`src/hdl/masked_byte_pattern_scanner_defines.svh`:
```
// Assertion macros for the masked byte pattern scanner.
// Used by the top level; expects clk and rst_n in scope.
`ifndef MASKED_BYTE_PATTERN_SCANNER_DEFINES_SVH
`define MASKED_BYTE_PATTERN_SCANNER_DEFINES_SVH

// Same-cycle implication, disabled during reset.
`define MBPS_ASSERT_NOW(lbl, ante, cons, msg) \
  lbl: assert property (@(posedge clk) disable iff (!rst_n) (ante) |-> (cons)) \
    else $error(msg);

// Next-cycle implication, disabled during reset.
`define MBPS_ASSERT_NEXT(lbl, ante, cons, msg) \
  lbl: assert property (@(posedge clk) disable iff (!rst_n) (ante) |=> (cons)) \
    else $error(msg);

`endif

```
`src/hdl/mbps_pkg.sv`:
```
// Shared types and constants for the masked byte pattern scanner.
// No dependencies.
package mbps_pkg;

  localparam int ADDR_BITS  = 32;
  localparam int COUNT_BITS = 16;
  localparam int CFG_INDEX_BITS = 3;
  localparam int CFG_DATA_BITS  = 64;
  localparam int PAT_REG_BYTES  = 8;

  // Result queue depth; input is taken while two slots are free.
  localparam int QDEPTH  = 4;
  localparam int QPTR_W  = $clog2(QDEPTH);
  localparam int QCNT_W  = $clog2(QDEPTH + 1);

  // Result kinds (travel on tuser)
  localparam logic KIND_MATCH   = 1'b0;
  localparam logic KIND_SUMMARY = 1'b1;

  // Register indexes
  localparam logic [CFG_INDEX_BITS-1:0] REG_PAT_LO   = 3'd0;
  localparam logic [CFG_INDEX_BITS-1:0] REG_PAT_HI   = 3'd1;
  localparam logic [CFG_INDEX_BITS-1:0] REG_CARE     = 3'd2;
  localparam logic [CFG_INDEX_BITS-1:0] REG_LEN      = 3'd3;
  localparam logic [CFG_INDEX_BITS-1:0] REG_MAX      = 3'd4;
  localparam logic [CFG_INDEX_BITS-1:0] REG_BASE     = 3'd5;

  localparam logic [4:0]            LEN_RESET = 5'd1;
  localparam logic [COUNT_BITS-1:0] MAX_RESET = 16'd1;

  typedef struct packed {
    logic                  kind;
    logic [ADDR_BITS-1:0]  addr;
    logic [COUNT_BITS-1:0] count;
    logic                  last;
  } res_t;

  // Up to two results pushed per input beat
  typedef struct packed {
    logic [1:0] cnt;
    res_t       first;
    res_t       second;
  } q_push_t;

endpackage

```
`src/hdl/mbps_match.sv`:
```
// Byte window shift line and masked pattern compare.
// Depends on nothing but its parameter; one compare lane per window tap.
module mbps_match #(
  parameter int MAXP = 16
) (
  input  logic                        clk,
  input  logic                        rst_n,
  input  logic                        shift_en,
  input  logic                        clear,
  input  logic [7:0]                  cur_byte,
  input  logic [MAXP-1:0][7:0]        pattern,
  input  logic [MAXP-1:0]             care,
  input  logic [$clog2(MAXP+1)-1:0]   len,
  output logic                        hit
);

  localparam int LENW = $clog2(MAXP + 1);
  localparam int TAPW = $clog2(MAXP);

  logic [7:0]      win_r [MAXP-1];
  logic [TAPW-1:0] fill_r;
  logic [MAXP-1:0] lane_ok;

  // Tap i holds the byte i steps back; it meets pattern byte len-1-i.
  for (genvar i = 0; i < MAXP; i++) begin : g_tap
    logic [LENW-1:0] back_idx;
    logic [TAPW-1:0] pidx;
    logic [7:0]      tap_byte;

    assign back_idx = len - LENW'(i + 1);
    assign pidx     = back_idx[TAPW-1:0];

    if (i == 0) begin : g_cur
      assign tap_byte = cur_byte;
    end else begin : g_win
      assign tap_byte = win_r[i-1];
    end

    assign lane_ok[i] = (LENW'(i) >= len) || !care[pidx] || (tap_byte == pattern[pidx]);
  end

  assign hit = (&lane_ok) && ((LENW'(fill_r) + LENW'(1)) >= len);

  always_ff @(posedge clk) begin
    if (shift_en) begin
      win_r[0] <= cur_byte;
      for (int k = 1; k < MAXP - 1; k++) begin
        win_r[k] <= win_r[k-1];
      end
    end
  end

  always_ff @(posedge clk) begin
    if (!rst_n || clear) begin
      fill_r <= '0;
    end else if (shift_en && fill_r != TAPW'(MAXP - 1)) begin
      fill_r <= fill_r + TAPW'(1);
    end
  end

endmodule

```
`src/hdl/mbps_result_queue.sv`:
```
// Small result queue: takes up to two results a cycle, gives one.
// Depends on mbps_pkg.
module mbps_result_queue (
  input  logic             clk,
  input  logic             rst_n,
  input  mbps_pkg::q_push_t push,
  input  logic             pop_ready,
  output logic             out_valid,
  output mbps_pkg::res_t   out_data,
  output logic             room_for_two
);

  mbps_pkg::res_t                  entries_r [mbps_pkg::QDEPTH];
  logic [mbps_pkg::QPTR_W-1:0]     wr_ptr_r;
  logic [mbps_pkg::QPTR_W-1:0]     rd_ptr_r;
  logic [mbps_pkg::QCNT_W-1:0]     count_r;
  logic                            pop;

  assign out_valid    = count_r != '0;
  assign out_data     = entries_r[rd_ptr_r];
  assign pop          = out_valid && pop_ready;
  assign room_for_two = count_r <= mbps_pkg::QCNT_W'(mbps_pkg::QDEPTH - 2);

  always_ff @(posedge clk) begin
    if (push.cnt != 2'd0) begin
      entries_r[wr_ptr_r] <= push.first;
    end
    if (push.cnt == 2'd2) begin
      entries_r[wr_ptr_r + mbps_pkg::QPTR_W'(1)] <= push.second;
    end
  end

  always_ff @(posedge clk) begin
    if (!rst_n) begin
      wr_ptr_r <= '0;
      rd_ptr_r <= '0;
      count_r  <= '0;
    end else begin
      wr_ptr_r <= wr_ptr_r + mbps_pkg::QPTR_W'(push.cnt);
      rd_ptr_r <= rd_ptr_r + mbps_pkg::QPTR_W'(pop);
      count_r  <= count_r + mbps_pkg::QCNT_W'(push.cnt) - mbps_pkg::QCNT_W'(pop);
    end
  end

endmodule

```
`src/hdl/masked_byte_pattern_scanner.sv`:
```
// Latency: a byte's first result is visible on out_* the cycle after its input beat
//   when the result queue is empty; queued beats ahead of it add their wait.
// Throughput: one byte per cycle while each byte yields at most one result; the
//   4-entry result queue takes in_* only with two slots free, so a run of bytes
//   with two results each, or out_tready low, throttles the input.
// Reset: rst_n synchronous, active low; clears scan state, queue, and the
//   registers (length and match limit to 1, the rest to 0).
`include "masked_byte_pattern_scanner_defines.svh"

module masked_byte_pattern_scanner #(
  parameter int MAX_PATTERN_BYTES = 16,
  parameter int POSITION_BITS     = 32
) (
  input  logic        clk,
  input  logic        rst_n,
  // Input stream
  input  logic        in_tvalid,
  output logic        in_tready,
  input  logic [7:0]  in_tdata,   // [7:0] data_byte
  input  logic        in_tlast,   // final_byte
  // Result stream
  output logic        out_tvalid,
  input  logic        out_tready,
  output logic [47:0] out_tdata,  // [31:0] match_address, [47:32] match_count
  output logic        out_tuser,  // [0] result_kind
  output logic        out_tlast,  // last_of_run
  // Configuration write port
  input  logic                                cfg_we,
  input  logic [mbps_pkg::CFG_INDEX_BITS-1:0] cfg_index,
  input  logic [mbps_pkg::CFG_DATA_BITS-1:0]  cfg_wdata
);

  localparam int LENW = $clog2(MAX_PATTERN_BYTES + 1);
  localparam int CW   = mbps_pkg::COUNT_BITS;
  localparam int AW   = mbps_pkg::ADDR_BITS;

  // ---------------- configuration registers ----------------
  logic [63:0]   pat_lo_r;
  logic [63:0]   pat_hi_r;
  logic [15:0]   care_r;
  logic [4:0]    len_r;
  logic [CW-1:0] max_r;
  logic [AW-1:0] base_r;

  always_ff @(posedge clk) begin
    if (!rst_n) begin
      pat_lo_r <= '0;
      pat_hi_r <= '0;
      care_r   <= '0;
      len_r    <= mbps_pkg::LEN_RESET;
      max_r    <= mbps_pkg::MAX_RESET;
      base_r   <= '0;
    end else if (cfg_we) begin
      unique case (cfg_index)
        mbps_pkg::REG_PAT_LO: pat_lo_r <= cfg_wdata;
        mbps_pkg::REG_PAT_HI: pat_hi_r <= cfg_wdata;
        mbps_pkg::REG_CARE:   care_r   <= cfg_wdata[15:0];
        mbps_pkg::REG_LEN:    len_r    <= cfg_wdata[4:0];
        mbps_pkg::REG_MAX:    max_r    <= cfg_wdata[CW-1:0];
        mbps_pkg::REG_BASE:   base_r   <= cfg_wdata[AW-1:0];
        default: ;  // unmapped index, write dropped
      endcase
    end
  end

  // Effective length: zero acts as one, anything past the window top clamps.
  logic [LENW-1:0] len_eff;

  always_comb begin
    if (len_r == 5'd0) begin
      len_eff = LENW'(1);
    end else if (len_r > 5'(MAX_PATTERN_BYTES)) begin
      len_eff = LENW'(MAX_PATTERN_BYTES);
    end else begin
      len_eff = LENW'(len_r);
    end
  end

  // Pattern bytes as lanes; bytes past MAX_PATTERN_BYTES are never used.
  logic [127:0]                        pat_all;
  logic [MAX_PATTERN_BYTES-1:0][7:0]   pat_lanes;

  assign pat_all = {pat_hi_r, pat_lo_r};

  for (genvar i = 0; i < MAX_PATTERN_BYTES; i++) begin : g_pat
    assign pat_lanes[i] = pat_all[i*8 +: 8];
  end

  // ---------------- scan state ----------------
  logic                     in_fire;
  logic                     hit;
  logic                     report;
  logic [POSITION_BITS-1:0] pos_r;
  logic [CW-1:0]            found_r;
  logic [CW-1:0]            found_inc;
  logic [POSITION_BITS-1:0] start_pos;
  logic                     q_room;
  mbps_pkg::q_push_t        push;
  mbps_pkg::res_t           m_res;
  mbps_pkg::res_t           s_res;
  mbps_pkg::res_t           q_head;

  assign in_tready = q_room;
  assign in_fire   = in_tvalid && in_tready;

  mbps_match #(
    .MAXP (MAX_PATTERN_BYTES)
  ) u_match (
    .clk      (clk),
    .rst_n    (rst_n),
    .shift_en (in_fire && !in_tlast),
    .clear    (in_fire && in_tlast),
    .cur_byte (in_tdata),
    .pattern  (pat_lanes),
    .care     (care_r[MAX_PATTERN_BYTES-1:0]),
    .len      (len_eff),
    .hit      (hit)
  );

  // A hit counts only while under the per-scan limit.
  assign report    = hit && (found_r < max_r);
  assign found_inc = found_r + CW'(1);

  // Match starts len-1 bytes before the current one; wraps with the position.
  assign start_pos = pos_r - POSITION_BITS'(len_eff - LENW'(1));

  always_comb begin
    m_res.kind  = mbps_pkg::KIND_MATCH;
    m_res.addr  = base_r + AW'(start_pos);
    m_res.count = found_inc;
    m_res.last  = !in_tlast;

    s_res.kind  = mbps_pkg::KIND_SUMMARY;
    s_res.addr  = '0;
    s_res.count = report ? found_inc : found_r;
    s_res.last  = 1'b1;

    push.cnt    = 2'd0;
    push.first  = m_res;
    push.second = s_res;
    if (in_fire) begin
      priority if (report && in_tlast) begin
        push.cnt = 2'd2;
      end else if (report) begin
        push.cnt = 2'd1;
      end else if (in_tlast) begin
        push.cnt   = 2'd1;
        push.first = s_res;
      end else begin
        push.cnt = 2'd0;  // plain byte, nothing to report
      end
    end
  end

  // Position and match count; both return to zero after the final byte.
  always_ff @(posedge clk) begin
    if (!rst_n) begin
      pos_r   <= '0;
      found_r <= '0;
    end else if (in_fire) begin
      if (in_tlast) begin
        pos_r   <= '0;
        found_r <= '0;
      end else begin
        pos_r <= pos_r + POSITION_BITS'(1);
        if (report) begin
          found_r <= found_inc;
        end
      end
    end
  end

  // ---------------- result queue ----------------
  mbps_result_queue u_queue (
    .clk          (clk),
    .rst_n        (rst_n),
    .push         (push),
    .pop_ready    (out_tready),
    .out_valid    (out_tvalid),
    .out_data     (q_head),
    .room_for_two (q_room)
  );

  assign out_tdata = {q_head.count, q_head.addr};
  assign out_tuser = q_head.kind;
  assign out_tlast = q_head.last;

  // ---------------- checks ----------------
  `MBPS_ASSERT_NEXT(a_scan_restart, in_fire && in_tlast, found_r == '0 && pos_r == '0, "scan state not cleared after final byte")
  `MBPS_ASSERT_NEXT(a_summary_queued, in_fire && in_tlast, out_tvalid, "summary not queued after final byte")
  `MBPS_ASSERT_NOW(a_match_count_nonzero, out_tvalid && out_tuser == mbps_pkg::KIND_MATCH, out_tdata[47:32] != '0, "match result with zero count")

endmodule

```
`config.mk`:
```
export PLATFORM = sky130hd
export DESIGN_NAME = masked_byte_pattern_scanner
export DESIGN_NICKNAME = d
export VERILOG_FILES = /design/src/hdl/mbps_pkg.sv /design/src/hdl/mbps_match.sv /design/src/hdl/mbps_result_queue.sv /design/src/hdl/masked_byte_pattern_scanner.sv
export VERILOG_INCLUDE_DIRS = /design/src /design/src/hdl
export SDC_FILE = /design/constraint.sdc
export NUM_CORES = 2
export LEC_CHECK = 0
export BUFFER_PORTS_ARGS = -buffer_cell sky130_fd_sc_hd__buf_2
export CORE_UTILIZATION = 53
export CTS_BUF_LIST = sky130_fd_sc_hd__clkbuf_4 sky130_fd_sc_hd__clkbuf_8 sky130_fd_sc_hd__clkbuf_16
export CTS_CLUSTER_SIZE = 40
export DETAILED_ROUTE_END_ITERATION = 8
export HOLD_SLACK_MARGIN = 0.03
export MAX_ROUTING_LAYER = met4
export PLACE_DENSITY = 0.8
export SLEW_MARGIN = 5
export SYNTH_ARGS = -nofsm -noshare
export SYNTH_HDL_FRONTEND = slang
export SYNTH_SLANG_ARGS = --single-unit
```
`constraint.sdc`:
```
create_clock -name clk -period 7.6 [get_ports clk]
set_input_delay 0.76 -clock clk [delete_from_list [all_inputs] [get_ports clk]]
set_output_delay 0.76 -clock clk [all_outputs]
set_load 0.1 [all_outputs]
```
==> out/qor.txt, run 1 <==
Setup tns final = 0 ps
R2r startpoint = len_r[2]
Synthesized flop and latch total = 576
MaxCap Viol Count = 0
Seq/Total Area, Yosys = 38.9%
Reg2reg setup slack = 810 ps
Final setup fails = 0
Slowest library cell on the worst path = a221oi_1
CP Class = reg -> reg
Port buffer count = 132
DRC = 0
Max Clk Rate = 0.147 GHz
Crit path cell chain = buf_4 -> nor2_1 -> o21ai_2 -> a221o_1 -> o22ai_1 -> a221oi_1 -> xnor2_1 -> nand4_1 -> nor3_1 -> o2111ai_1 -> nor4_1 -> buf_4 -> nand3_4 -> ha_1 -> inv_1 -> o21ai_0 -> nor2_1 -> nand2_1 -> buf_12 -> a21oi_1 -> o221a_2
Vias per cell = 6.58
GPL Wtd Cong = 1.12
Synth top area share = 22.9%
H-tree depth = 2
Die Wd = 257 um
Unrepaired setup endpoints after global routing = false
Post-Syn Area = 34300 um^2
Pwr Total = 11000 uW
Pleak = 0.0142 uW
Worst-Skew Late Latency = 670 ps
Yosys warns = 0
Rows = 92
Layout Cells excl Fill = 4714
Clock Skew = 49.1 ps
Slew Limit Fails = 0
First-pass GRT wire length = 180000 um
CTS tree = done
CP startpoint = len_r[2]
Outcome = finished, final reports clean
WP buf/inv = 4
Synth unique cells = 86
GR Overflow Total = 0
Post-route clock period utilization = 89.3%
Vias in the first global route = 28400
Delay-heaviest family, CP = compound AO/OA/AOI/OAI gates
Hold/Removal Path Class = in -> reg
Total track usage = 36.6%
Final min period = 6790 ps
Inst Count DP = 4596
Deepest clock path buffer count = 3
Share of cells above drive strength 1 = 16.6%
Die area = 65800 um^2
Clock root buffer = clkbuf_16
Endpoints failing hold = 0
# IOs = 133
Core Area = 63500 um^2
Post-CTS Setup Bufs = 0
Mean Syn Cell Area = 9.12 um^2
Ys async rst share = 0%
1st-iter DRT viols = 4122
Worst-path clk slew = 70 ps
Wirelength, routed = 119000 um
Worst reg2reg endpoint = u_queue.entries_r[3][13]
Max-slew headroom = 21.7%
Power per Cell Area = 287 nW/um^2
Dominant cell type by area after synthesis = dfxtp_1
Top FF cell, synth = dfxtp_1
Cell count along the critical path = 21
Clock sink count = 576
Largest net degree at the start of global routing = 92
VDD IR max = 0.341 mV
CTS resizes = 0
R2R cell count = 21
Number of flops mapped to enable cells by yosys = 184
Crit path to = u_queue.entries_r[3][13]
Worst EP required = 8000 ps
Via count = 31000
DR WL/cell = 25.3 um
Nets = 3987
Detailed placement HPWL = 88200 um
Least-Margin Pin Slew = 1180 ps
Initial Utilization = 54.0%
Max incr delay on CP = 760 ps
Crit path arrival time = 7190 ps
Initial antenna violation count = 8
Max FO, Critical Path = 16
Synthesis-to-layout area growth = 11.6%
1st-pass router iterations = 9
Final ANT Viol Nets = 0
CP startpoint kind = register
CTS Hold Bufs = 0
Die span in y = 257 um
Critical Path End Type = register
Post-Syn Nets = 3941
Top cells by area, synth = dfxtp_1, edfxtp_1, mux4_2
Synth Instances = 3766
Num CTS Buffers = 60
area by class of cell:
class | instances | area (um^2)
multi-input cells | 2763 | 19300
fillers | 5418 | 25200
repair buffers | 251 | 1720
clock inverters | 34 | 473
diodes | 5 | 12.5
clock buffers | 79 | 1760
flip-flops and latches | 576 | 13400
well taps | 846 | 1060
inverters | 160 | 603
synth_stat cells (69+ instances only):
cell	instances
inv_1	151
nand3_1	127
o21ai_0	179
clkbuf_1	186
xnor2_1	112
a21boi_0	77
mux4_2	122
dfxtp_1	392
edfxtp_1	184
o22ai_1	69
a21oi_1	330
nand2_1	705
nor2_1	123
sequential cells by signal, summed over array words and instances, names as in the netlist:
signal and count:
u_queue.count_r 3, u_match.fill_r 4, len_r 5, u_match.win_r 120
pat_lo_r 64, care_r 16, u_queue.wr_ptr_r 2, u_queue.rd_ptr_r 2
found_r 16, pat_hi_r 64, max_r 16, base_r 32
pos_r 32, u_queue.entries_r 200
where the power goes:
group	total, uW	internal (uW)	switching, uW
Combinational	3710	1010	2690
Sequential	4020	3700	318
Clock	3280	1950	1330
metrics by stage:
step	setup slack [ps]	hold slack [ps]	cell area (um^2)	utilization, %
5_1_grt	548	324	38300	60.3
3_5_place_dp	1070	439	36100	56.8
4_1_cts	976	299	38300	60.3
3_3_place_gp	1090	429	36100	56.8
6_report	812	326	38300	60.3
2_1_floorplan	584	420	34300	-
worst register-to-register path: cells and delay by family, from the launching register on:
family | cells | cell delay, ps
AO/OA/AOI/OAI | 8 | 3110
XOR/XNOR | 1 | 190
AND/OR/NAND/NOR | 7 | 1470
flip-flops | 1 | 670
adder cells (fa/ha/maj) | 1 | 370
buffers and inverters | 4 | 720
how the worst min path moves through the flow:
stage / from / end / cells after the start
after global routing: in_tdata[0] / u_match.win_r[0][0] / 1
after floorplan: u_queue.entries_r[2][20] / u_queue.entries_r[2][20] / 2
after CTS: in_tdata[0] / u_match.win_r[0][0] / 1
after global placement: u_queue.entries_r[1][33] / u_queue.entries_r[1][33] / 2
after detailed placement: u_queue.entries_r[2][29] / u_queue.entries_r[2][29] / 2
final: in_tdata[0] / u_match.win_r[0][0] / 1
routing by layer:
| layer | vias to the layer above | wire length, um | global-route usage (%) |
|---|---|---|---|
| met5 | - | 0 | - |
| met4 | 0 | 4710 | 12.1 |
| met3 | 272 | 13400 | 7.65 |
| met2 | 1731 | 52200 | 53.3 |
| met1 | 15100 | 49200 | 50.7 |
| li1 | 13900 | - | - |
placed cells by master, fill, tap and decap left out, types with 106 or more instances in the layout:
cell      netlist  routed
buf_2          54     132
inv_1         151     151
o21ai_0       179     179
mux4_2        122     122
nand3_1       127     126
nand2_1       705     703
a21oi_1       330     329
dfxtp_1       392     388
nor2_1        123     114
xnor2_1       112     112
edfxtp_1      184     184
buf_4           3     106
cell families (layout without fill, tap and decap cells):
group,after synthesis,in the layout,synth area share [%]
other cells,1,6,0.0109
fa+ha+maj,94,94,4.13
compound gates,1086,1086,21.0
buf+inv,427,524,5.01
mux,233,233,11.4
simple gates,1182,1182,15.2
xor+xnor,167,167,4.26
flops,576,576,38.9
(Power assumes the default switching activity.)
==> run 2, diff against run 1 <==
- CORE_ASPECT_RATIO: default -> 0.6
==> run 2 against run 1 <==
- flip-flop and latch count is the same
- cell area grew 0.29%
- routed wire length grew 12%
- final cell count grew 0.76%
- sequential share of layout area shrank 0.10 points
- sequential power is essentially flat
- clock skew shrank 22 ps
- critical path depth grew 1
- clock power shrank 12%
- power shrank 2.1%
- register-to-register slack lost 580 ps
- worst setup slack lost 580 ps
- critical endpoint is now u_queue.entries_r[3][11]
==> out/qor.txt, run 2 (same netlist as run 1, synthesis figures left out) <==
CP Class = reg -> reg
Commonest non-fill, non-tap cell in the layout = nand2_1
Core Area = 63300 um^2 (-0.32%)
Synthesis-to-layout area growth = 11.9%
Die Wd = 331 um (+29%)
Worst-path clk slew = 70 ps (about the same)
WP buf/inv = 8 (+4)
Clock sink count = 576 (unchanged)
VDD IR max = 0.344 mV (+0.88%)
Deepest clock path buffer count = 3 (unchanged)
Initial Utilization = 54.2% (+0.17 points)
Commonest non-fill, non-tap cells in the layout = nand2_1, dfxtp_1, a21oi_1
Vias in the first global route = 28500 (+0.54%)
Initial antenna violation count = 11 (+3)
Num CTS Buffers = 52 (-13%)
Die area = 65800 um^2 (about the same)
Via count = 31900 (+2.8%)
CTS resizes = 0 (unchanged)
Share of cells above drive strength 1 = 17.3% (+0.65 points)
Port buffer count = 132 (unchanged)
Met3 routed WL = 24500 um (+83%)
FILL cells = 5389 (-0.54%)
Delay-heaviest family, CP = simple AND/OR/NAND/NOR gates
Die span in y = 199 um (-22%)
Largest net degree at the start of global routing = 79 (-14%)
Max layer used = met4
Power per Cell Area = 280 nW/um^2 (-2.4%)
Pleak = 0.0143 uW (+0.88%)
DR WL/cell = 28.1 um (+11%)
Biggest register = u_queue.entries_r
Wirelength, routed = 134000 um (+12%)
# IOs = 133 (unchanged)
Final WS setup = 233 ps (-579 ps)
Reg2reg setup slack = 230 ps (-580 ps)
Post-route clock period utilization = 96.9% (+7.6 points)
CP startpoint kind = register
DP Worst Slack = 765 ps (-301 ps)
Total track usage = 41.3% (+4.7 points)
Endpoints failing hold = 0 (unchanged)
Post-CTS Setup Bufs = 0 (unchanged)
Crit path cell chain = or2_1 -> o211ai_4 -> inv_2 -> buf_4 -> a32o_1 -> o22ai_1 -> o21ai_0 -> nand4b_1 -> nor4_1 -> o32ai_1 -> nor4_1 -> buf_4 -> nand3_4 -> ha_1 -> inv_1 -> o21ai_0 -> nor2_1 -> buf_4 -> nor2_2 -> inv_1 -> buf_12 -> buf_4
Final ANT Viol Nets = 0 (unchanged)
MaxCap Viol Count = 0 (unchanged)
Critical Path End Type = register
Routed length on met1 = 58000 um (+18%)
Clock root buffer = clkbuf_16
Detailed placement HPWL = 100000 um (+14%)
Vias per cell = 6.72 (+2.0%)
Outcome = finished, final reports clean
CTS Hold Bufs = 0 (unchanged)
Final min period = 7370 ps (+579 ps)
Nets = 4031 (+1.1%)
Clock Skew = 27.6 ps (-21.5 ps)
Crit path arrival time = 7780 ps (+590 ps)
Worst-Skew Late Latency = 650 ps (-20 ps)
Least-Margin Pin Slew = 1430 ps (+260 ps)
Final setup fails = 0 (unchanged)
Final core utilization = 60.7% (+0.37 points)
Critical Path Most Common Cell = buf_4
First-pass GRT wire length = 193000 um (+7.5%)
Max Clk Rate = 0.136 GHz (-7.9%)
H-tree depth = 2 (unchanged)
Setup tns final = 0 ps (unchanged)
Unrepaired setup endpoints after global routing = false
GR Overflow Total = 0 (unchanged)
Hold/Removal Path Class = in -> reg
Rows = 71 (-23%)
GPL Wtd Cong = 1.12 (+0.53%)
1st-pass router iterations = 9 (unchanged)
Top flop regs = u_queue.entries_r x200, u_match.win_r x120
DRC = 0 (unchanged)
WHS = 313 ps (-13.1 ps)
Worst EP required = 8010 ps (about the same)
Max-slew headroom = 4.35% (-17 points)
Slew Limit Fails = 0 (unchanged)
Max FO, Critical Path = 27 (+11)
CTS tree = done
Met2 wire len = 48900 um (-6.3%)
Max incr delay on CP = 920 ps (+160 ps)
Slowest library cell on the worst path = nor4_1
1st-iter DRT viols = 4922 (+19%)
Number of flip-flops under the largest register name = 200 (unchanged)
## run 2: changes by cell type in the layout (fill, tap and decap cells not counted), sizes merged
cell,change
buf,+51
bufinv,-2
clkbuf,-7
clkinv,-4
diode,+8
inv,-3
## run 2: path summary, 6_finish.rpt
| check | depth (start not counted) | from | endpoint |
|---|---|---|---|
| worst max-delay path | 22 | len_r[1] | u_queue.entries_r[3][11] |
| worst min-delay path | 1 | in_tdata[5] | u_match.win_r[0][5] |
| worst min register to register | 2 | u_queue.entries_r[3][46] | u_queue.entries_r[3][46] |
| worst max register to register | 22 | len_r[1] | u_queue.entries_r[3][11] |
## run 2: where the power goes
part | switching [uW] | internal [uW]
Clock | 1240 | 1630
Combinational | 2760 | 1100
Sequential | 345 | 3700
## run 2: final cells by class
class | count | area, um^2 | area share, %
Timing Repair Buffer | 303 | 2220 | 5.77
Clock buffer | 71 | 1500 | 3.91
Inverter | 160 | 603 | 1.57
Antenna cell | 13 | 32.5 | 0.0846
Multi-Input combinational cell | 2763 | 19300 | 50.3
Tap cell | 839 | 1050 | 2.73
Sequential cell | 576 | 13400 | 34.8
Clock inverter | 25 | 328 | 0.853
## run 2: layer usage
layer	track usage, %	up-vias
met5	-	-
met4	7.00	0
met2	48.9	2178
met3	22.3	187
li1	-	14000
met1	60.2	15500
## run 2: metrics by stage
step / instances / power [uW] / instance area, um^2
after global placement: 4640 / 7800 / 36600
after floorplan: 3766 / 6880 / 34300
final: 4750 / 10800 / 38400
after global routing: 4750 / 11200 / 38400
after CTS: 4736 / 10700 / 38400
after detailed placement: 4640 / 7870 / 36600
## run 2: worst register-to-register path: cells and delay by family, from the launching register on
kind / cells / cell delay, ps
AO/OA/AOI/OAI: 6 / 1920
AND/OR/NAND/NOR: 7 / 2330
flip-flops: 1 / 770
adder cells (fa/ha/maj): 1 / 330
buffers and inverters: 8 / 1790
